--- src/rtl/core/rlfp_pkg.sv ---
// ----------------------------------------------------------------------------
// rlfp_pkg
// Shared constants and types of the radio link frame parser.
// ----------------------------------------------------------------------------
package rlfp_pkg;

    localparam int DEFAULT_STORE_DEPTH = 16;
    localparam int FRAME_MAX           = 12;

    localparam logic [7:0] CFG_HEADER  = 8'hC0;
    localparam logic [7:0] CFG_TRAILER = 8'h40;
    localparam logic [7:0] HOP_B0      = 8'hFD;
    localparam logic [7:0] HOP_B1A     = 8'hD6;
    localparam logic [7:0] HOP_B1B     = 8'hD8;
    localparam logic [7:0] HOP_B2      = 8'h98;

    localparam logic [3:0] CFG_LAST_POS = 4'd5;
    localparam logic [3:0] HOP_LAST_POS = 4'd11;

    localparam logic [1:0] MODE_CFG = 2'd0;
    localparam logic [1:0] MODE_HOP = 2'd1;

    localparam logic KIND_CFG = 1'b0;
    localparam logic KIND_HOP = 1'b1;

    typedef struct packed {
        logic                       kind;
        logic [FRAME_MAX-1:0][7:0]  bytes;
    } frame_t;

    typedef struct packed {
        logic   valid;
        frame_t frame;
    } frame_push_t;

    typedef struct packed {
        logic valid;
        logic full;
    } queue_status_t;

endpackage

--- src/rtl/core/rlfp_front.sv ---
// ----------------------------------------------------------------------------
// rlfp_front
// Byte parser: frame store, header and trailer matching, frame snapshot.
// ----------------------------------------------------------------------------
module rlfp_front #(
    parameter int STORE_DEPTH = rlfp_pkg::DEFAULT_STORE_DEPTH
) (
    input  logic                 clk,
    input  logic                 rst_n,
    input  logic                 cfg_we,
    input  logic [1:0]           cfg_data,
    input  logic                 accept,
    input  logic [7:0]           rx_byte,
    output rlfp_pkg::frame_push_t push_out
);
    import rlfp_pkg::*;

    localparam int             PW       = $clog2(STORE_DEPTH);
    localparam logic [PW-1:0]  WRAP_POS = PW'(STORE_DEPTH - 1);

    // Only positions below FRAME_MAX are ever emitted; deeper entries are
    // seen by the header window through the two history bytes alone.
    logic [FRAME_MAX-1:0][7:0] frame_reg;
    logic [FRAME_MAX-1:0][7:0] frame_next;
    logic [PW-1:0]             wpos_reg;
    logic [PW-1:0]             wpos_next;
    logic                      hdr_reg;
    logic                      hdr_next;
    logic [7:0]                hist1_reg;
    logic [7:0]                hist2_reg;
    logic [7:0]                hist2_next;
    logic [1:0]                mode_reg;

    logic [PW-1:0]             pos;
    logic [PW-1:0]             pos_fin;
    logic                      emit;
    logic                      kind;

    always_comb
    begin
        pos        = (wpos_reg >= WRAP_POS) ? '0 : wpos_reg;
        frame_next = frame_reg;
        for (int i = 0; i < FRAME_MAX; i++)
        begin
            if (pos == PW'(i))
            begin
                frame_next[i] = rx_byte;
            end
        end
        hdr_next = hdr_reg;
        pos_fin  = pos;
        emit     = 1'b0;
        kind     = KIND_CFG;

        unique case (mode_reg)
            MODE_CFG:
            begin
                if (rx_byte == CFG_HEADER && !hdr_reg)
                begin
                    pos_fin       = '0;
                    frame_next[0] = CFG_HEADER;
                    hdr_next      = 1'b1;
                end
                if (pos_fin == PW'(CFG_LAST_POS) && hdr_next)
                begin
                    if (rx_byte == CFG_TRAILER)
                    begin
                        emit = 1'b1;
                    end
                    else
                    begin
                        frame_next = '0;
                    end
                    pos_fin  = '0;
                    hdr_next = 1'b0;
                end
            end
            MODE_HOP:
            begin
                // hist2/hist1 hold the store entries two and one below pos
                if (pos >= PW'(2) && !hdr_reg && hist2_reg == HOP_B0 &&
                    (hist1_reg == HOP_B1A || hist1_reg == HOP_B1B) &&
                    rx_byte == HOP_B2)
                begin
                    frame_next[0] = HOP_B0;
                    frame_next[1] = hist1_reg;
                    frame_next[2] = HOP_B2;
                    pos_fin       = PW'(2);
                    hdr_next      = 1'b1;
                end
                if (pos_fin == PW'(HOP_LAST_POS) && hdr_next)
                begin
                    emit     = 1'b1;
                    kind     = KIND_HOP;
                    pos_fin  = '0;
                    hdr_next = 1'b0;
                end
            end
            default:
            begin
            end
        endcase

        // Entry zero may be stale: pull it in when the next window starts there.
        hist2_next = (pos_fin == PW'(1)) ? frame_next[0] : hist1_reg;
        wpos_next  = pos_fin + PW'(1);
    end

    always_ff @(posedge clk or negedge rst_n)
    begin
        if (!rst_n)
        begin
            frame_reg <= '0;
            wpos_reg  <= '0;
            hdr_reg   <= 1'b0;
            hist1_reg <= '0;
            hist2_reg <= '0;
            mode_reg  <= MODE_CFG;
        end
        else
        begin
            if (cfg_we)
            begin
                mode_reg <= cfg_data;
            end
            if (accept)
            begin
                frame_reg <= frame_next;
                wpos_reg  <= wpos_next;
                hdr_reg   <= hdr_next;
                hist1_reg <= rx_byte;
                hist2_reg <= hist2_next;
            end
        end
    end

    assign push_out.valid       = accept & emit;
    assign push_out.frame.kind  = kind;
    assign push_out.frame.bytes = frame_next;

endmodule

--- src/rtl/core/rlfp_frame_queue.sv ---
// ----------------------------------------------------------------------------
// rlfp_frame_queue
// Two-entry queue of whole frames between the parser and the serializer.
// ----------------------------------------------------------------------------
module rlfp_frame_queue (
    input  logic                    clk,
    input  logic                    rst_n,
    input  rlfp_pkg::frame_push_t   push_in,
    input  logic                    pop,
    output rlfp_pkg::frame_t        head,
    output rlfp_pkg::queue_status_t status
);
    import rlfp_pkg::*;

    frame_t     slot0_reg;
    frame_t     slot1_reg;
    logic       wr_ptr_reg;
    logic       rd_ptr_reg;
    logic [1:0] count_reg;
    logic [1:0] count_next;

    always_comb
    begin
        count_next = count_reg;
        if (push_in.valid && !pop)
        begin
            count_next = count_reg + 2'd1;
        end
        else if (!push_in.valid && pop)
        begin
            count_next = count_reg - 2'd1;
        end
    end

    always_ff @(posedge clk or negedge rst_n)
    begin
        if (!rst_n)
        begin
            wr_ptr_reg <= 1'b0;
            rd_ptr_reg <= 1'b0;
            count_reg  <= 2'd0;
        end
        else
        begin
            if (push_in.valid)
            begin
                wr_ptr_reg <= ~wr_ptr_reg;
            end
            if (pop)
            begin
                rd_ptr_reg <= ~rd_ptr_reg;
            end
            count_reg <= count_next;
        end
    end

    always_ff @(posedge clk)
    begin
        if (push_in.valid && !wr_ptr_reg)
        begin
            slot0_reg <= push_in.frame;
        end
        if (push_in.valid && wr_ptr_reg)
        begin
            slot1_reg <= push_in.frame;
        end
    end

    assign head         = rd_ptr_reg ? slot1_reg : slot0_reg;
    assign status.valid = (count_reg != 2'd0);
    assign status.full  = (count_reg == 2'd2);

endmodule

--- src/rtl/core/rlfp_back.sv ---
// ----------------------------------------------------------------------------
// rlfp_back
// Frame serializer: sends one frame byte per beat from position 0 upward.
// ----------------------------------------------------------------------------
module rlfp_back (
    input  logic              clk,
    input  logic              rst_n,
    input  rlfp_pkg::frame_t  head,
    input  logic              head_valid,
    output logic              head_pop,
    input  logic              pop,
    output logic              empty,
    output logic [7:0]        frame_byte,
    output logic              frame_kind,
    output logic              last_of_frame
);
    import rlfp_pkg::*;

    logic [FRAME_MAX-1:0][7:0] data_reg;
    logic                      kind_reg;
    logic [3:0]                rem_reg;
    logic                      busy_reg;
    logic                      take;

    assign take     = pop & busy_reg;
    // Load the next frame while the last byte of this one leaves.
    assign head_pop = head_valid & (~busy_reg | (take & (rem_reg == 4'd0)));

    always_ff @(posedge clk or negedge rst_n)
    begin
        if (!rst_n)
        begin
            busy_reg <= 1'b0;
            rem_reg  <= 4'd0;
        end
        else if (head_pop)
        begin
            busy_reg <= 1'b1;
            rem_reg  <= (head.kind == KIND_HOP) ? HOP_LAST_POS : CFG_LAST_POS;
        end
        else if (take)
        begin
            if (rem_reg == 4'd0)
            begin
                busy_reg <= 1'b0;
            end
            else
            begin
                rem_reg <= rem_reg - 4'd1;
            end
        end
    end

    always_ff @(posedge clk)
    begin
        if (head_pop)
        begin
            data_reg <= head.bytes;
            kind_reg <= head.kind;
        end
        else if (take)
        begin
            data_reg <= {8'h00, data_reg[FRAME_MAX-1:1]};
        end
    end

    assign empty         = ~busy_reg;
    assign frame_byte    = data_reg[0];
    assign frame_kind    = kind_reg;
    assign last_of_frame = (rem_reg == 4'd0);

endmodule

--- src/rtl/core/radio_link_frame_parser.sv ---
// ----------------------------------------------------------------------------
// radio_link_frame_parser
// Frame parser for bytes received from a radio module serial link.
// ----------------------------------------------------------------------------
// Input side is a queue: drive rx_byte with push; a beat is taken when push
// is high and full is low. One byte is taken per cycle while full is low;
// full rises only when two finished frames wait behind the one being sent.
// Output side is a queue: while empty is low, frame_byte, frame_kind and
// last_of_frame show the oldest frame byte; pop takes it. Bytes leave one
// per cycle while pop is high. The first byte of a frame shows once its closing
// byte is taken and the frame has passed the queue and serializer register,
// when no earlier frame is still leaving. A stalled receiver holds the current
// byte; input keeps flowing until the two-frame queue fills. link_mode is
// written through cfg_valid/cfg_data (cfg_ready stays high); the user must
// write it only while the block is idle, which the block does not enforce:
// 0 six-byte frames, 1 twelve-byte hop frames, 2 or 3 store only.
// Reset clears the frame store, write position, header flag and mode.
// ----------------------------------------------------------------------------
module radio_link_frame_parser #(
    parameter int STORE_DEPTH = rlfp_pkg::DEFAULT_STORE_DEPTH
) (
    input  logic       clk,
    input  logic       rst_n,
    input  logic       push,
    output logic       full,
    input  logic [7:0] rx_byte,
    output logic       empty,
    input  logic       pop,
    output logic [7:0] frame_byte,
    output logic       frame_kind,
    output logic       last_of_frame,
    input  logic       cfg_valid,
    output logic       cfg_ready,
    input  logic [1:0] cfg_data
);
    import rlfp_pkg::*;

    frame_push_t   push_beat;
    frame_t        head;
    queue_status_t q_status;
    logic          head_pop;
    logic          accept;

    assign cfg_ready = 1'b1;
    assign full      = q_status.full;
    assign accept    = push & ~q_status.full;

    rlfp_front #(
        .STORE_DEPTH (STORE_DEPTH)
    ) u_front (
        .clk      (clk),
        .rst_n    (rst_n),
        .cfg_we   (cfg_valid & cfg_ready),
        .cfg_data (cfg_data),
        .accept   (accept),
        .rx_byte  (rx_byte),
        .push_out (push_beat)
    );

    rlfp_frame_queue u_queue (
        .clk     (clk),
        .rst_n   (rst_n),
        .push_in (push_beat),
        .pop     (head_pop),
        .head    (head),
        .status  (q_status)
    );

    rlfp_back u_back (
        .clk           (clk),
        .rst_n         (rst_n),
        .head          (head),
        .head_valid    (q_status.valid),
        .head_pop      (head_pop),
        .pop           (pop),
        .empty         (empty),
        .frame_byte    (frame_byte),
        .frame_kind    (frame_kind),
        .last_of_frame (last_of_frame)
    );

endmodule

--- config.mk ---
export PLATFORM = sky130hd
export DESIGN_NAME = radio_link_frame_parser
export DESIGN_NICKNAME = d
export VERILOG_FILES = /design/src/rtl/core/rlfp_pkg.sv /design/src/rtl/core/rlfp_front.sv /design/src/rtl/core/rlfp_frame_queue.sv /design/src/rtl/core/rlfp_back.sv /design/src/rtl/core/radio_link_frame_parser.sv
export SDC_FILE = /design/constraint.sdc
export NUM_CORES = 1
export LEC_CHECK = 0
export BUFFER_PORTS_ARGS = -buffer_cell sky130_fd_sc_hd__buf_2
export CELL_PAD_IN_SITES_DETAIL_PLACEMENT = 0
export CELL_PAD_IN_SITES_GLOBAL_PLACEMENT = 1
export CORE_ASPECT_RATIO = 1.25
export CORE_UTILIZATION = 30
export DETAILED_ROUTE_END_ITERATION = 10
export PLACE_DENSITY = 0.5
export REMOVE_ABC_BUFFERS = 1
export SLEW_MARGIN = 20
export SYNTH_ARGS = -nofsm -noshare
export SYNTH_HDL_FRONTEND = slang
export SYNTH_SLANG_ARGS = --single-unit
--- constraint.sdc ---
create_clock -name clk -period 23.6 [get_ports clk]
set_clock_uncertainty 0.15 [all_clocks]
set_input_delay 3.54 -clock clk [delete_from_list [all_inputs] [get_ports clk]]
set_output_delay 3.54 -clock clk [all_outputs]
set_load 0.01 [all_outputs]
==> results of run 1 <==
==> synthesized netlist by cell type, types with 4 or more instances <==
cell type  number  area [sq um]
nand2_1       346          1300
edfxtp_1      291          8740
dfrtp_1       128          3200
o21ai_0       116           581
mux2i_1       113          1130
a21oi_1        92           460
clkbuf_1       72           270
mux2_2         67           754
nor2_1         45           169
inv_1          14          52.6
nor3_1         11          55.1
buf_4           9          67.6
buf_1           8          30.0
nand3_1         8          40.0
o21a_1          7          52.6
and2_1          6          37.5
a22o_1          5          43.8
a31oi_1         5          31.3
buf_2           5          25.0
nand2b_1        5          31.3
o32ai_1         5          43.8
ha_1            4          50.1
nand3b_1        4          30.0
xor2_1          4          35.0
==> worst reg2reg max path: stages (launching register included) <==
cell,delay (ns)
dfrtp_1,0.81
and4b_1,0.72
and3_1,0.49
a31oi_1,0.12
nor3_1,0.36
and2_4,0.68
buf_4,0.86
==> final timing paths <==
| kind | cells past startpoint | slack [ns] | from | end |
|---|---|---|---|---|
| worst max-delay path | 8 | 16.51 | rx_byte[0] | u_queue.slot1_reg[82] |
| worst min-delay path | 2 | 0.32 | u_front.frame_reg[91] | u_front.frame_reg[91] |
| worst max register to register | 6 | 19.00 | u_front.wpos_reg[1] | u_queue.slot1_reg[82] |
| worst min register to register | 2 | 0.32 | u_front.frame_reg[91] | u_front.frame_reg[91] |
| max in group asynchronous | 2 | 18.94 | rst_n | u_queue.rd_ptr_reg |
| min in group asynchronous | 1 | 2.85 | rst_n | u_back.rem_reg[1] |
==> per-layer routing <==
layer	wire, um	track usage, %	up-vias
li1	-	-	5064
met2	22200	26.4	161
met3	1550	2.53	61
met5	0	0	-
met1	19300	18.8	5395
met4	1040	4.71	0
==> power breakdown <==
part           total [mW]  switching (mW)  internal [mW]
combinational       0.647           0.392          0.255
sequential           1.10          0.0830           1.01
clock               0.754           0.298          0.457
total                2.50           0.773           1.72
==> cell families after synthesis <==
family | share of synthesized area (%)
AND/OR/NAND/NOR | 10.8
flip-flops | 67.4
AO/OA/AOI/OAI | 7.86
multiplexers | 10.8
buffers and inverters | 2.51
XOR/XNOR | 0.297
adder cells (fa/ha/maj) | 0.283
other | 0.0212
==> final cells by class <==
| type | count | area, sq um |
|---|---|---|
| tap | 757 | 947 |
| clock buffer | 59 | 1270 |
| sequential | 419 | 11900 |
| timing repair buffer | 46 | 299 |
| multi-input combinational | 898 | 5390 |
| inverter | 14 | 52.6 |
| fill | 5700 | 38100 |
| clock inverter | 25 | 318 |
==> stage by stage <==
step | hold slack, ns | setup WS, ns | utilization, % | std cells | area, sq um
5_1_grt | 0.341 | 16.22 | 34.7 | 2218 | 20200
3_3_place_gp | 0.307 | 15.92 | 31.9 | 2134 | 18600
4_1_cts | 0.328 | 16.47 | 34.7 | 2218 | 20200
3_5_place_dp | 0.312 | 15.84 | 31.9 | 2134 | 18600
2_1_floorplan | 0.296 | 8.94 | - | 1331 | 17300
6_report | 0.325 | 16.51 | 34.7 | 2218 | 20200
==> reports/results.txt, run 1 <==
Bufs on Longest Clock Path - 3
Crit. End Element - flip-flop
First-pass GRT wire length - 68.0 mm
Max Cap Violations - 0
Hold Path Class - reg2reg
Final Hold Viols - 0
Crit-path max FO - 53
CP delay by family, top - simple AND/OR/NAND/NOR gates
I/O Buffers - 26
Unrepaired setup endpoints after global routing - no
Worst skew pair latency - 0.58 ns
Vias in the first global route - 10906
Core Area - 58300 sq um
Reg clk slew, reported paths - 0.06 ns
Die area - 60000 sq um
Number of synthesized flops with an enable pin - 291
Syn avg cell area - 12.4 sq um
Startpoint types - primary input
Total GRT Usage - 15.1%
Via count - 10681
Fraction of layout cells with a size suffix above 1 - 14.2%
Number of buffers created by CTS - 45
Synth Warn # - 0
Final nets - 1443
Final setup TNS - 0 ns
Power consumption - 2.50 mW
Slew margin rel. - 33.5%
Post-route DRC - 0
Top_reg_cell synth - edfxtp_1
Final period util - 30.0%
IO Pins - 28
1st-iter DRT viols - 592
CTS tree - done
Cell count after synthesis - 1425
Starting Density - 30.4%
Initial antenna violation count - 0
Critical Path, Cell by Cell - buf_2 > buf_4 > or4_4 > nor3_1 > a31oi_1 > nor3_1 > and2_4 > buf_4
DRT Pass-1 Iters - 5
Drt via density - 4.82
Leakage - 7.86 nW
Largest net degree at the start of global routing - 189
Post-synth ARST share - 30.5%
N_diodes - 0
Worst EP required - 23.65 ns
DPL Wire Length - 24.2 mm
Slew Limit Fails - 0
Worst Path Arrival - 7.14 ns
CTS H-tree depth - 2
Register area share after synthesis - 67.4%
Status - complete, no violations
Worst vdd ir - 0.0000709 V
Cts repair resizes - 0
Die Y - 274 um
Fmax - 0.141 GHz
Final WL - 44.1 mm
Setup bufs post-CTS - 0
Setup violators final - 0
Clock Sinks - 419
Worst Setup Path Type - in2reg
Post-synth cell types - 61
Row cnt - 99
Slowest CP cell - buf_4
Buf+Inv Stages, Crit Path - 3
Commonest non-fill, non-tap cells in the layout - 346 x nand2_1, 291 x edfxtp_1, 127 x dfrtp_1
Total gr overflow - 0
Final Critical Period - 7.09 ns
Avg WL per Cell - 19.9 um
Antenna-violating nets left - 0
Mapped cell area - 17700 sq um
Crit path largest cell delay - 0.81 ns
GPL Wtd Cong - 0.749
Clock Root Buffer - clkbuf_16
Total power divided by cell area - 123 nW/um^2
Die Wd - 219 um
Worst Tran Pin Value - 0.998 ns
CTS Hold Bufs - 0
Synth-to-layout area growth - 14.2%
Most common cell after layout, fill and taps aside - nand2_1
Number of synthesized register bits - 419
No activity file was read; power rests on OpenSTA's default activity.
==> run 2, diff against run 1 <==
==> constraint.sdc (replaced) <==
create_clock -name clk -period 6.9 [get_ports clk]
set_clock_uncertainty 0.15 [all_clocks]
set_input_delay 1.035 -clock clk [delete_from_list [all_inputs] [get_ports clk]]
set_output_delay 1.035 -clock clk [all_outputs]
set_load 0.01 [all_outputs]
==> run 2 against run 1 <==
Utilization down 0.092 points. Via count fell by 0.12%. Critical endpoint is now u_queue.slot1_reg[83]. Hold slack lost 0.00079 ns. Count of clock-buffer cells in the layout grew 10. Critical path type unchanged. Sequential cell count stayed put. Register-to-register slack worse by 16 ns. Routed wire length increased by 0.17%. Critical path depth shrank 1. Cell area is 0.27% lower. Highest routed layer unchanged.
==> reports/results.txt, run 2 (synthesis results as in run 1) <==
Number of buffers created by CTS - 46
Worst vdd ir - 0.000218 V
Bufs on Longest Clock Path - 3
1st-iter DRT viols - 623
Worst EP required - 6.97 ns
Core Area - 58300 sq um
Post-route DRC - 0
Post-place instance area - 18600 sq um
I/O Buffers - 26
Fill cells - 5682
Leakage - 7.82 nW
Final nets - 1444
Most common cell after layout, fill and taps aside - nand2_1
DRT Pass-1 Iters - 5
Fmax - 0.239 GHz
Setup violators final - 0
Total power divided by cell area - 418 nW/um^2
CTS H-tree depth - 2
CTS Hold Bufs - 0
First-pass GRT wire length - 68.1 mm
Clock Root Buffer - clkbuf_16
Final Hold Viols - 0
Final period util - 60.7%
Hold Path Class - reg2reg
DPL Wire Length - 24.7 mm
Cts repair resizes - 0
Worst Setup Path Type - in2reg
Reg clk slew, reported paths - 0.06 ns
Vias in the first global route - 11074
Design area - 20200 sq um
Multi-input gate area - 5380 sq um
Crit. End Element - flip-flop
Starting Density - 30.4%
Total GRT Usage - 15.1%
Power consumption - 8.43 mW
Post-layout util - 34.6%
Worst Tran Pin Value - 1.08 ns
Die Y - 274 um
N_diodes - 0
Die area - 60000 sq um
Clock Sinks - 419
Drt via density - 4.81
Antenna-violating nets left - 0
Via count - 10668
Row cnt - 99
Setup bufs post-CTS - 0
Status - complete, no violations
Avg WL per Cell - 19.9 um
Final Critical Period - 4.19 ns
CTS tree - done
Max Cap Violations - 0
Unrepaired setup endpoints after global routing - no
Crit-path max FO - 60
Fraction of layout cells with a size suffix above 1 - 13.9%
Final WL - 44.1 mm
Startpoint types - primary input
GPL Wtd Cong - 0.732
IO Pins - 28
Synth-to-layout area growth - 13.9%
Worst skew pair latency - 0.57 ns
Die Wd - 219 um
Worst Path Arrival - 4.25 ns
Initial antenna violation count - 1
Total gr overflow - 0
Largest net degree at the start of global routing - 189
Slew Limit Fails - 0
Commonest non-fill, non-tap cells in the layout - 346 x nand2_1, 291 x edfxtp_1, 127 x dfrtp_1
Slew margin rel. - 27.8%
FF/Latch Area - 11900 sq um
run 2: cell types whose count changed in the layout (fill, tap and decap cells not counted), moves of 2 or more:
| cell | change |
|---|---|
| clkbuf_1 | +8 |
| bufinv_16 | -3 |
| buf_4 | -2 |
| clkinv_1 | -6 |
| buf_12 | +2 |
run 2: power by group:
part	switching (mW)	total, mW	internal [mW]
logic	1.28	2.15	0.870
clock network	0.996	2.48	1.49
registers	0.334	3.80	3.46
total	2.61	8.43	5.82
run 2: critical path, cell delays in order:
cell and delay, ns:
buf_2 0.31, or4_4 0.64, nor3_1 0.53, a31oi_1 0.25, nor3_1 0.34, and2_4 0.61
buf_12 0.44
run 2: cell type report:
class | count | area share, %
inverters | 14 | 0.261
well taps | 757 | 4.70
clock buffers | 69 | 6.64
clock inverters | 15 | 0.893
multi-input cells | 898 | 26.7
flip-flops and latches | 419 | 59.2
repair buffers | 46 | 1.61
run 2: per-stage QoR:
| stage | worst slack, ns | instances | TNS (ns) | hold WS [ns] |
|---|---|---|---|---|
| 4_1_cts | 2.69 | 2218 | 0 | 0.326 |
| 3_3_place_gp | 2.09 | 2134 | 0 | 0.307 |
| 5_1_grt | 2.53 | 2218 | 0 | 0.339 |
| 6_report | 2.71 | 2218 | 0 | 0.324 |
| 3_5_place_dp | 2.08 | 2134 | 0 | 0.312 |
| 2_1_floorplan | -5.25 | 1331 | -712.74 | 0.296 |
run 2: final timing paths:
| kind | startpoint | end | slack [ns] | cells after the start |
|---|---|---|---|---|
| max in group asynchronous | rst_n | u_front.frame_reg[33] | 4.83 | 2 |
| min in group asynchronous | rst_n | u_front.frame_reg[92] | 0.34 | 1 |
| min reg2reg | u_front.frame_reg[91] | u_front.frame_reg[91] | 0.32 | 2 |
| max reg2reg | u_front.wpos_reg[1] | u_queue.slot1_reg[83] | 2.99 | 6 |
| min | u_front.frame_reg[91] | u_front.frame_reg[91] | 0.32 | 2 |
| max | rx_byte[0] | u_queue.slot1_reg[83] | 2.71 | 7 |
run 2: per-layer routing:
metal	global-route usage [%]	vias to the layer above	share of wire [%]
li1	-	5091	-
met1	18.8	5350	44
met2	26.5	163	50
met3	2.40	64	3.0
met4	4.92	0	2.5
met5	0	-	0
